[src/hw/rtl/scp_pkg.sv]
// Shared constants, word types and the helper function of the servo pulse generator.
package scp_pkg;

   // Channel and command geometry.
   localparam int Channels     = 8;
   localparam int CommandChars = 4;
   localparam int PinCount     = 8;
   localparam int ChanW        = (Channels > 1) ? $clog2(Channels) : 1;
   localparam int CharCountW   = $clog2(CommandChars + 1);
   localparam int BufIdxW      = $clog2(CommandChars);

   // Character codes and angle limits.
   localparam logic [7:0] AsciiZero   = 8'd48;
   localparam logic [7:0] NewlineChar = 8'd10;
   localparam logic [7:0] MaxAngle    = 8'd180;

   // Reset values of the width store and of the control registers.
   localparam logic [15:0] ResetWidth     = 16'd2775;
   localparam logic [15:0] ResetPeriodTop = 16'd39999;
   localparam logic [15:0] ResetPulseBase = 16'd1050;
   localparam logic [15:0] ResetPulseSpan = 16'd3450;

   // Scaling datapath: (angle * span + 90) / 180, done as ((x >> 2) * M) >> 28,
   // where M = ceil(2^28 / 45) is exact for every quotient below 2^22.
   localparam int              ProductW   = 24;
   localparam logic [23:0]     RoundHalf  = 24'd90;
   localparam int              QuarterW   = ProductW - 2;
   localparam int              RecipW     = 23;
   localparam logic [22:0]     RecipMul   = 23'd5965233;
   localparam int              RecipShift = 28;
   localparam int              RecipProdW = QuarterW + RecipW;

   // Control register indexes.
   typedef logic [1:0] csr_index_type;
   localparam csr_index_type RegPeriodTop = 2'd0;
   localparam csr_index_type RegPulseBase = 2'd1;
   localparam csr_index_type RegPulseSpan = 2'd2;

   // Word leaving the character front end.
   typedef struct packed {
      logic [15:0]      count;
      logic [7:0]       angle;
      logic [ChanW-1:0] chan;
      logic             write_en;
      logic             applied;
      logic             rejected;
   } cmd_token_type;

   // Word travelling along the channel cells.
   typedef struct packed {
      logic [15:0]         count;
      logic [15:0]         width;
      logic [ChanW-1:0]    chan;
      logic                write_en;
      logic                applied;
      logic                rejected;
      logic [PinCount-1:0] pins;
   } cell_token_type;

   // True for the ASCII characters zero through nine.
   function automatic logic is_digit(logic [7:0] c);
      return (c >= AsciiZero) && (c <= (AsciiZero + 8'd9));
   endfunction

endpackage

[src/hw/rtl/scp_if.sv]
// Handshake channel interfaces of the servo pulse generator.
interface scp_req_if;
   logic       valid;
   logic       ready;
   logic       op;
   logic [7:0] rx_byte;

   modport source (output valid, op, rx_byte, input ready);
   modport sink   (input valid, op, rx_byte, output ready);
endinterface

interface scp_rsp_if import scp_pkg::*; ();
   logic                valid;
   logic                ready;
   logic [PinCount-1:0] servo_pins;
   logic                command_applied;
   logic                command_rejected;

   modport source (output valid, servo_pins, command_applied, command_rejected, input ready);
   modport sink   (input valid, servo_pins, command_applied, command_rejected, output ready);
endinterface

interface scp_csr_if import scp_pkg::*; ();
   logic          valid;
   logic          ready;
   csr_index_type index;
   logic [15:0]   data;

   modport source (output valid, index, data, input ready);
   modport sink   (input valid, index, data, output ready);
endinterface

[src/hw/rtl/scp_front.sv]
// Front end: period counter, command character buffer and command decode.
module scp_front import scp_pkg::*; (
   input  logic          clock,
   input  logic          reset,
   input  logic [15:0]   period_top,
   input  logic          in_valid,
   input  logic          in_op,
   input  logic [7:0]    in_rx_byte,
   output logic          in_ready,
   output logic          out_valid,
   output cmd_token_type out_tok,
   input  logic          out_ready
);

   logic [15:0]           count_ff, count_in;
   logic [7:0]            buf_ff [CommandChars];
   logic [7:0]            buf_in [CommandChars];
   logic [CharCountW-1:0] char_count_ff, char_count_in;
   logic                  valid_ff, valid_in;
   cmd_token_type         tok_ff, tok_in;

   logic                  accept;
   logic                  store;
   logic                  ending;
   logic                  full;
   logic                  all_digits;
   logic [9:0]            angle_wide;
   logic [3:0]            chan_digit;
   logic                  cmd_ok;
   logic [15:0]           count_next;
   cmd_token_type         tok;

   assign in_ready  = !valid_ff || out_ready;
   assign accept    = in_valid && in_ready;
   assign out_valid = valid_ff;
   assign out_tok   = tok_ff;

   // Counter advance on a tick, wrapping after the top value.
   assign count_next = (count_ff >= period_top) ? 16'd0 : count_ff + 16'd1;

   // Byte classification: store while room is left and the byte is not a newline, otherwise end the command.
   assign full   = (char_count_ff == CharCountW'(CommandChars));
   assign store  = in_op && !full && (in_rx_byte != NewlineChar);
   assign ending = in_op && !store;

   // Decode the four collected characters; a digit's value is its low nibble.
   always_comb begin
      all_digits = 1'b1;
      for (int i = 0; i < CommandChars; i++) begin
         all_digits = all_digits && is_digit(buf_ff[i]);
      end
      angle_wide = 10'(buf_ff[0][3:0]) * 10'd100 + 10'(buf_ff[1][3:0]) * 10'd10
                 + 10'(buf_ff[2][3:0]);
      chan_digit = buf_ff[3][3:0];
      cmd_ok     = full && all_digits && (angle_wide <= 10'(MaxAngle))
                && ({1'b0, chan_digit} < 5'(Channels));
   end

   // Word handed to the scaling pipeline.
   always_comb begin
      tok          = '0;
      tok.count    = in_op ? count_ff : count_next;
      tok.angle    = angle_wide[7:0];
      tok.chan     = ChanW'(chan_digit);
      tok.applied  = ending && cmd_ok;
      tok.rejected = ending && (char_count_ff != '0) && !cmd_ok;
      tok.write_en = ending && cmd_ok;
   end

   // Next state of the counter, buffer and output stage.
   always_comb begin
      count_in      = count_ff;
      char_count_in = char_count_ff;
      for (int i = 0; i < CommandChars; i++) begin
         buf_in[i] = buf_ff[i];
      end
      if (accept) begin
         if (!in_op) begin
            count_in = count_next;
         end else if (store) begin
            buf_in[char_count_ff[BufIdxW-1:0]] = in_rx_byte;
            char_count_in = char_count_ff + CharCountW'(1);
         end else begin
            char_count_in = '0;
         end
      end
      valid_in = in_ready ? in_valid : valid_ff;
      tok_in   = accept ? tok : tok_ff;
   end

   always_ff @(posedge clock) begin
      if (reset) begin
         count_ff      <= '0;
         char_count_ff <= '0;
         valid_ff      <= 1'b0;
         for (int i = 0; i < CommandChars; i++) begin
            buf_ff[i] <= '0;
         end
      end else begin
         count_ff      <= count_in;
         char_count_ff <= char_count_in;
         valid_ff      <= valid_in;
         for (int i = 0; i < CommandChars; i++) begin
            buf_ff[i] <= buf_in[i];
         end
      end
      tok_ff <= tok_in;
   end

endmodule

[src/hw/rtl/scp_scale.sv]
// Three-stage pipeline that turns an angle into a saturated pulse width.
module scp_scale import scp_pkg::*; (
   input  logic           clock,
   input  logic           reset,
   input  logic [15:0]    pulse_base,
   input  logic [15:0]    pulse_span,
   input  logic           in_valid,
   input  cmd_token_type  in_tok,
   output logic           in_ready,
   output logic           out_valid,
   output cell_token_type out_tok,
   input  logic           out_ready
);

   logic                  v1_ff, v1_in, v2_ff, v2_in, v3_ff, v3_in;
   logic                  r1, r2, r3;
   cmd_token_type         meta1_ff, meta1_in, meta2_ff, meta2_in;
   logic [ProductW-1:0]   prod_ff, prod_in;
   logic [15:0]           scaled_ff, scaled_in;
   cell_token_type        tok3_ff, tok3_in;
   logic [RecipProdW-1:0] recip_prod;
   logic [16:0]           sum;

   // Each stage takes a word when it is empty or its word moves on.
   assign r3       = !v3_ff || out_ready;
   assign r2       = !v2_ff || r3;
   assign r1       = !v1_ff || r2;
   assign in_ready = r1;

   assign out_valid = v3_ff;
   assign out_tok   = tok3_ff;

   // Stage one: angle times span plus half the divisor.
   assign prod_in  = (in_valid && r1) ? ProductW'(in_tok.angle) * ProductW'(pulse_span) + RoundHalf
                                      : prod_ff;
   assign meta1_in = (in_valid && r1) ? in_tok : meta1_ff;
   assign v1_in    = r1 ? in_valid : v1_ff;

   // Stage two: divide by 180 through a reciprocal multiply of the quarter.
   assign recip_prod = RecipProdW'(prod_ff[ProductW-1:2]) * RecipProdW'(RecipMul);
   assign scaled_in  = (v1_ff && r2) ? recip_prod[RecipShift+15:RecipShift] : scaled_ff;
   assign meta2_in   = (v1_ff && r2) ? meta1_ff : meta2_ff;
   assign v2_in      = r2 ? v1_ff : v2_ff;

   // Stage three: add the base and saturate at full scale.
   assign sum = {1'b0, pulse_base} + {1'b0, scaled_ff};
   always_comb begin
      tok3_in = tok3_ff;
      if (v2_ff && r3) begin
         tok3_in          = '0;
         tok3_in.count    = meta2_ff.count;
         tok3_in.width    = sum[16] ? 16'hFFFF : sum[15:0];
         tok3_in.chan     = meta2_ff.chan;
         tok3_in.write_en = meta2_ff.write_en;
         tok3_in.applied  = meta2_ff.applied;
         tok3_in.rejected = meta2_ff.rejected;
      end
   end
   assign v3_in = r3 ? v2_ff : v3_ff;

   always_ff @(posedge clock) begin
      if (reset) begin
         v1_ff <= 1'b0;
         v2_ff <= 1'b0;
         v3_ff <= 1'b0;
      end else begin
         v1_ff <= v1_in;
         v2_ff <= v2_in;
         v3_ff <= v3_in;
      end
      prod_ff   <= prod_in;
      meta1_ff  <= meta1_in;
      scaled_ff <= scaled_in;
      meta2_ff  <= meta2_in;
      tok3_ff   <= tok3_in;
   end

endmodule

[src/hw/rtl/scp_cell.sv]
// One channel cell: holds that channel's pulse width and adds its pin to the passing word.
module scp_cell import scp_pkg::*; (
   input  logic             clock,
   input  logic             reset,
   input  logic [ChanW-1:0] cell_index,
   input  logic             in_valid,
   input  cell_token_type   in_tok,
   output logic             in_ready,
   output logic             out_valid,
   output cell_token_type   out_tok,
   input  logic             out_ready
);

   logic [15:0]         width_ff, width_in;
   logic                valid_ff, valid_in;
   cell_token_type      tok_ff, tok_in;
   logic                accept;
   logic                hit;
   logic [15:0]         width_now;
   logic [PinCount-1:0] pin_mask;

   assign in_ready  = !valid_ff || out_ready;
   assign accept    = in_valid && in_ready;
   assign out_valid = valid_ff;
   assign out_tok   = tok_ff;

   // A command word for this channel replaces the width before the compare.
   assign hit       = in_tok.write_en && (in_tok.chan == cell_index);
   assign width_now = hit ? in_tok.width : width_ff;

   // Channels past the last pin shift their bit out of the mask.
   assign pin_mask = PinCount'(1) << cell_index;

   always_comb begin
      width_in = (accept && hit) ? in_tok.width : width_ff;
      valid_in = in_ready ? in_valid : valid_ff;
      tok_in   = tok_ff;
      if (accept) begin
         tok_in = in_tok;
         if (width_now > in_tok.count) begin
            tok_in.pins = in_tok.pins | pin_mask;
         end
      end
   end

   always_ff @(posedge clock) begin
      if (reset) begin
         width_ff <= ResetWidth;
         valid_ff <= 1'b0;
      end else begin
         width_ff <= width_in;
         valid_ff <= valid_in;
      end
      tok_ff <= tok_in;
   end

endmodule

[src/hw/rtl/serial_commanded_servo_pwm_top.sv]
// Top level of the serial-commanded eight-channel servo pulse generator.
//
// Each request word is a timer tick or a received character; every word yields exactly one
// response word carrying the pin levels after that word's update and the command flags.
// One word is accepted per clock when the response side keeps up. A word passes through
// Channels + 4 register stages (12 for eight channels): one in the character front end,
// three in the angle scaling pipeline (multiply, reciprocal divide, saturating add), and one
// in each channel cell of the chain that holds the widths and builds the pin word. Its
// response is presented from the last cell's register.
// Every stage has its own valid bit, so bubbles collapse and words keep entering while a
// finished response waits. Control registers are written at any time through the csr port,
// which is always ready; change them only while no word is in flight. No clearing pass is
// needed after reset.
module serial_commanded_servo_pwm_top import scp_pkg::*; (
   input  logic      clock,
   input  logic      reset,
   scp_req_if.sink   req_port,
   scp_rsp_if.source rsp_port,
   scp_csr_if.sink   csr_port
);

   logic [15:0]    period_top_ff, period_top_in;
   logic [15:0]    pulse_base_ff, pulse_base_in;
   logic [15:0]    pulse_span_ff, pulse_span_in;

   logic           front_valid, front_ready;
   cmd_token_type  front_tok;

   logic           chain_valid [Channels+1];
   logic           chain_ready [Channels+1];
   cell_token_type chain_tok   [Channels+1];

   // Control register writes.
   assign csr_port.ready = 1'b1;
   always_comb begin
      period_top_in = period_top_ff;
      pulse_base_in = pulse_base_ff;
      pulse_span_in = pulse_span_ff;
      if (csr_port.valid) begin
         unique case (csr_port.index)
            RegPeriodTop: period_top_in = csr_port.data;
            RegPulseBase: pulse_base_in = csr_port.data;
            RegPulseSpan: pulse_span_in = csr_port.data;
            default: ;
         endcase
      end
   end

   always_ff @(posedge clock) begin
      if (reset) begin
         period_top_ff <= ResetPeriodTop;
         pulse_base_ff <= ResetPulseBase;
         pulse_span_ff <= ResetPulseSpan;
      end else begin
         period_top_ff <= period_top_in;
         pulse_base_ff <= pulse_base_in;
         pulse_span_ff <= pulse_span_in;
      end
   end

   // Character front end and counter.
   scp_front u_front (
      .clock      (clock),
      .reset      (reset),
      .period_top (period_top_ff),
      .in_valid   (req_port.valid),
      .in_op      (req_port.op),
      .in_rx_byte (req_port.rx_byte),
      .in_ready   (req_port.ready),
      .out_valid  (front_valid),
      .out_tok    (front_tok),
      .out_ready  (front_ready)
   );

   // Angle to pulse width scaling.
   scp_scale u_scale (
      .clock      (clock),
      .reset      (reset),
      .pulse_base (pulse_base_ff),
      .pulse_span (pulse_span_ff),
      .in_valid   (front_valid),
      .in_tok     (front_tok),
      .in_ready   (front_ready),
      .out_valid  (chain_valid[0]),
      .out_tok    (chain_tok[0]),
      .out_ready  (chain_ready[0])
   );

   // Chain of channel cells; the last cell's register is the response register.
   for (genvar n = 0; n < Channels; n++) begin : g_cell
      scp_cell u_cell (
         .clock      (clock),
         .reset      (reset),
         .cell_index (ChanW'(n)),
         .in_valid   (chain_valid[n]),
         .in_tok     (chain_tok[n]),
         .in_ready   (chain_ready[n]),
         .out_valid  (chain_valid[n+1]),
         .out_tok    (chain_tok[n+1]),
         .out_ready  (chain_ready[n+1])
      );
   end

   // Response word.
   assign rsp_port.valid            = chain_valid[Channels];
   assign chain_ready[Channels]     = rsp_port.ready;
   assign rsp_port.servo_pins       = chain_tok[Channels].pins;
   assign rsp_port.command_applied  = chain_tok[Channels].applied;
   assign rsp_port.command_rejected = chain_tok[Channels].rejected;

endmodule
[src/flat_wrapper.sv]
// flat-port wrapper written by rule: the top's interface ports become plain ports
module serial_commanded_servo_pwm_top_flat import scp_pkg::*;
  (clock, reset, req_port_valid, req_port_op, req_port_rx_byte, req_port_ready, rsp_port_valid, rsp_port_servo_pins, rsp_port_command_applied, rsp_port_command_rejected, rsp_port_ready, csr_port_valid, csr_port_index, csr_port_data, csr_port_ready);
  scp_req_if req_port_i ();
  scp_rsp_if rsp_port_i ();
  scp_csr_if csr_port_i ();
  input  logic clock;
  input  logic reset;
  input wire logic [$bits(req_port_i.valid)-1:0] req_port_valid;
  input wire logic [$bits(req_port_i.op)-1:0] req_port_op;
  input wire logic [$bits(req_port_i.rx_byte)-1:0] req_port_rx_byte;
  output wire logic [$bits(req_port_i.ready)-1:0] req_port_ready;
  output wire logic [$bits(rsp_port_i.valid)-1:0] rsp_port_valid;
  output wire logic [$bits(rsp_port_i.servo_pins)-1:0] rsp_port_servo_pins;
  output wire logic [$bits(rsp_port_i.command_applied)-1:0] rsp_port_command_applied;
  output wire logic [$bits(rsp_port_i.command_rejected)-1:0] rsp_port_command_rejected;
  input wire logic [$bits(rsp_port_i.ready)-1:0] rsp_port_ready;
  input wire logic [$bits(csr_port_i.valid)-1:0] csr_port_valid;
  input wire logic [$bits(csr_port_i.index)-1:0] csr_port_index;
  input wire logic [$bits(csr_port_i.data)-1:0] csr_port_data;
  output wire logic [$bits(csr_port_i.ready)-1:0] csr_port_ready;
  assign req_port_i.valid = req_port_valid;
  assign req_port_i.op = req_port_op;
  assign req_port_i.rx_byte = req_port_rx_byte;
  assign req_port_ready = req_port_i.ready;
  assign rsp_port_valid = rsp_port_i.valid;
  assign rsp_port_servo_pins = rsp_port_i.servo_pins;
  assign rsp_port_command_applied = rsp_port_i.command_applied;
  assign rsp_port_command_rejected = rsp_port_i.command_rejected;
  assign rsp_port_i.ready = rsp_port_ready;
  assign csr_port_i.valid = csr_port_valid;
  assign csr_port_i.index = csr_port_index;
  assign csr_port_i.data = csr_port_data;
  assign csr_port_ready = csr_port_i.ready;
  serial_commanded_servo_pwm_top u_core (.clock(clock), .reset(reset), .req_port(req_port_i), .rsp_port(rsp_port_i), .csr_port(csr_port_i));
endmodule
[config.mk]
export PLATFORM = sky130hd
export DESIGN_NAME = serial_commanded_servo_pwm_top_flat
export DESIGN_NICKNAME = d
export VERILOG_FILES = /design/src/hw/rtl/scp_pkg.sv /design/src/hw/rtl/scp_if.sv /design/src/hw/rtl/scp_front.sv /design/src/hw/rtl/scp_scale.sv /design/src/hw/rtl/scp_cell.sv /design/src/hw/rtl/serial_commanded_servo_pwm_top.sv /design/src/flat_wrapper.sv
export SDC_FILE = /design/constraint.sdc
export NUM_CORES = 2
export LEC_CHECK = 0
export BUFFER_PORTS_ARGS = -buffer_cell sky130_fd_sc_hd__buf_2
export CORE_ASPECT_RATIO = 1.2
export CORE_UTILIZATION = 50
export DETAILED_ROUTE_END_ITERATION = 12
export GPL_TIMING_DRIVEN = 0
export PLACE_DENSITY_LB_ADDON = 0.3
export SKIP_CTS_REPAIR_TIMING = 1
export SLEW_MARGIN = 25
export SYNTH_ARGS = -nofsm -noshare
export SYNTH_HDL_FRONTEND = slang
export SYNTH_HIERARCHICAL = 1
export SYNTH_SLANG_ARGS = --single-unit
[constraint.sdc]
create_clock -name clock -period 7.4 [get_ports clock]
set_input_delay 0.37 -clock clock [delete_from_list [all_inputs] [get_ports clock]]
set_output_delay 0.37 -clock clock [all_outputs]
set_load 0.005 [all_outputs]
==> summary.md <==
| Metric | Value |
|---|---|
| DRC | `0` |
| Hold slack final | `0.0417 ns` |
| Final design instance area without fill | `47,900 µm²` |
| Height of the die | `322 µm` |
| Number of CTS-inserted buffers | `76` |
| Clk buf depth | `3` |
| Worst setup EP type | `register` |
| Number of vias after detailed routing | `25,900` |
| First-pass DRT Iterations | `5` |
| Starting Density | `0.505` |
| Clk Latency, worst-skew pair | `0.64 ns` |
| Post-detailed-route wirelength per cell | `16.1 µm` |
| Count of endpoints failing hold in the final timing report | `0` |
| Maximum clock skew at final layout | `0.0633 ns` |
| Synthesized area | `42,800 µm²` |
| Worst Tran Pin Value | `0.791 ns` |
| Core Box Area | `84,800 µm²` |
| Number of max-slew violations in the final report | `0` |
| CTS tree | `built` |
| Setup repair after global routing missed its margin | `false` |
| Cell row count | `117` |
| CTS clock-pin slew for the worst setup and hold paths | `0.06 ns` |
| Fillers | `6,987` |
| Synthesis-to-layout area growth | `11.8%` |
| Sum of negative setup slack | `0 ns` |
| Pin count of the biggest net entering global routing | `34` |
| Initial antenna violation count | `0` |
| Data arrival time of the critical path | `7.18 ns` |
| Wire length of the first global-routing pass | `133,000 µm` |
| Finish-stage setup viols | `0` |
| Number of I/O port buffers | `43` |
| Worst min-delay path class | `input pin to register` |
| Total length of routed wires | `82,000 µm` |
| Antenna Nets Post-Route | `0` |
| Max-slew headroom | `0.472` |
| Required time at the endpoint of the critical path | `7.84 ns` |
| Run status | `completed` |
| Residual overflow from global routing | `0` |
| Count of H-tree levels built during CTS | `3` |
| Synthesized netlist cell count | `3,603` |
| Detailed placer's ending HPWL | `65,800 µm` |
| Clk sink count | `720` |
| Area of the die | `86,800 µm²` |
| Via count normalized by instance count | `5.10` |
| Maximum operating frequency | `148 MHz` |
| Root buffer cell | `sky130_fd_sc_hd__clkbuf_16` |
| Overall die width | `269 µm` |
| Final Net Count | `4,567` |
| Instance area after placement | `45,300 µm²` |
| Kind of start point of the critical path | `register` |
| Critical path type | `register to register` |
| Initial DRC count | `1,067` |
| Fraction of final layout cells with drive strength greater than 1 | `0.103` |
| Warnings, synthesis | `6` |
| Via count of the first global-routing pass | `26,900` |
| Boundary pin count | `45` |
| Shortest clock period the worst path allows after layout | `6.74 ns` |
| Crit share post-route | `0.911` |
| Global-route total usage across every layer | `0.195` |
| Post-Synthesis Mean Instance Area | `11.9 µm²` |
| Routability-driven placement congestion ratio | `0.858` |
| Max-Cap Viols | `0` |
| Critical path peak fanout | `8` |
worst paths after layout:
check	start	to	slack (ns)	depth (start not counted)
worst min register to register	u_core/u_scale/out_tok[8]	u_core/g_cell[0].u_cell/out_tok[8]	0.41	0
worst max register to register	u_core/u_scale/prod_ff[18]	u_core/u_scale/scaled_ff[15]	0.66	20
worst min-delay path	req_port_rx_byte[7]	u_core/u_front/buf_ff[0][7]	0.04	3
worst max-delay path	u_core/u_scale/prod_ff[18]	u_core/u_scale/scaled_ff[15]	0.66	20
state kept, by name (all words and copies together), names as in the netlist, 22 cells and up:
name / count
u_core/u_scale/meta1_ff: 22
u_core/u_front/buf_ff: 32
u_core/u_scale/out_tok: 38
u_core/u_front/out_tok: 29
u_core/g_cell.u_cell/out_tok: 332
u_core/u_scale/prod_ff: 22
u_core/g_cell.u_cell/width_ff: 128
u_core/u_scale/meta2_ff: 22
stage by stage:
step	setup WS (ns)	utilization	std cells
floorplan	1.50	-	3753
global placement	0.687	0.531	4926
detailed placement	0.638	0.534	4938
CTS	0.622	0.565	5080
global route	0.433	0.565	5080
finish	0.656	0.565	5081
routing by layer:
metal	global-route usage	routed length [µm]	vias to the layer above
met4	0.0894	3490	0
met2	0.373	44000	422
met5	0	0	-
li1	-	-	12900
met3	0.0257	2480	182
met1	0.209	32000	12400
worst max-delay path, cell delays in order, from the launching register on:
cell and delay [ns]:
sky130_fd_sc_hd__edfxtp_1 0.56, sky130_fd_sc_hd__ha_1 0.29, sky130_fd_sc_hd__inv_1 0.08, sky130_fd_sc_hd__fa_1 0.54, sky130_fd_sc_hd__inv_1 0.07, sky130_fd_sc_hd__fa_1 0.57
sky130_fd_sc_hd__fa_1 0.48, sky130_fd_sc_hd__fa_1 0.52, sky130_fd_sc_hd__fa_1 0.54, sky130_fd_sc_hd__inv_1 0.05, sky130_fd_sc_hd__fa_1 0.53, sky130_fd_sc_hd__inv_1 0.06
sky130_fd_sc_hd__ha_1 0.29, sky130_fd_sc_hd__nand4_1 0.14, sky130_fd_sc_hd__nor3_1 0.40, sky130_fd_sc_hd__o31ai_2 0.16, sky130_fd_sc_hd__a31oi_2 0.50, sky130_fd_sc_hd__a31o_1 0.26
sky130_fd_sc_hd__a21oi_4 0.07, sky130_fd_sc_hd__o211a_1 0.26, sky130_fd_sc_hd__a311oi_2 0.23
placed cells by master (no fill, tap or decap), types with 84 or more instances in the layout:
master                       n
sky130_fd_sc_hd__inv_1     528
sky130_fd_sc_hd__edfxtp_1  481
sky130_fd_sc_hd__ha_1      427
sky130_fd_sc_hd__dfxtp_1   239
sky130_fd_sc_hd__fa_1      222
sky130_fd_sc_hd__nor2_1    168
sky130_fd_sc_hd__conb_1    153
sky130_fd_sc_hd__nand2_1   148
sky130_fd_sc_hd__a21oi_1   140
sky130_fd_sc_hd__mux2i_1   122
sky130_fd_sc_hd__mux2_2    121
sky130_fd_sc_hd__nor2b_1   100
sky130_fd_sc_hd__and2_1     84
final cells by class:
class / count / area, µm² / share of cell area
plain buffers: 102 / 662 / 0.0138
clock inverters: 46 / 522 / 0.0109
multi-input cells: 2403 / 21500 / 0.450
inverters: 528 / 1980 / 0.0414
well taps: 1130 / 1410 / 0.0295
diodes: 1 / 2.50 / 0.0000523
repair buffers: 55 / 478 / 0.00999
clock buffers: 96 / 2040 / 0.0426
flip-flops and latches: 720 / 19200 / 0.402
Power is left out: the tool's default activity adds up to more than one toggle a clock period on the data nets, which glitch-free logic cannot reach.
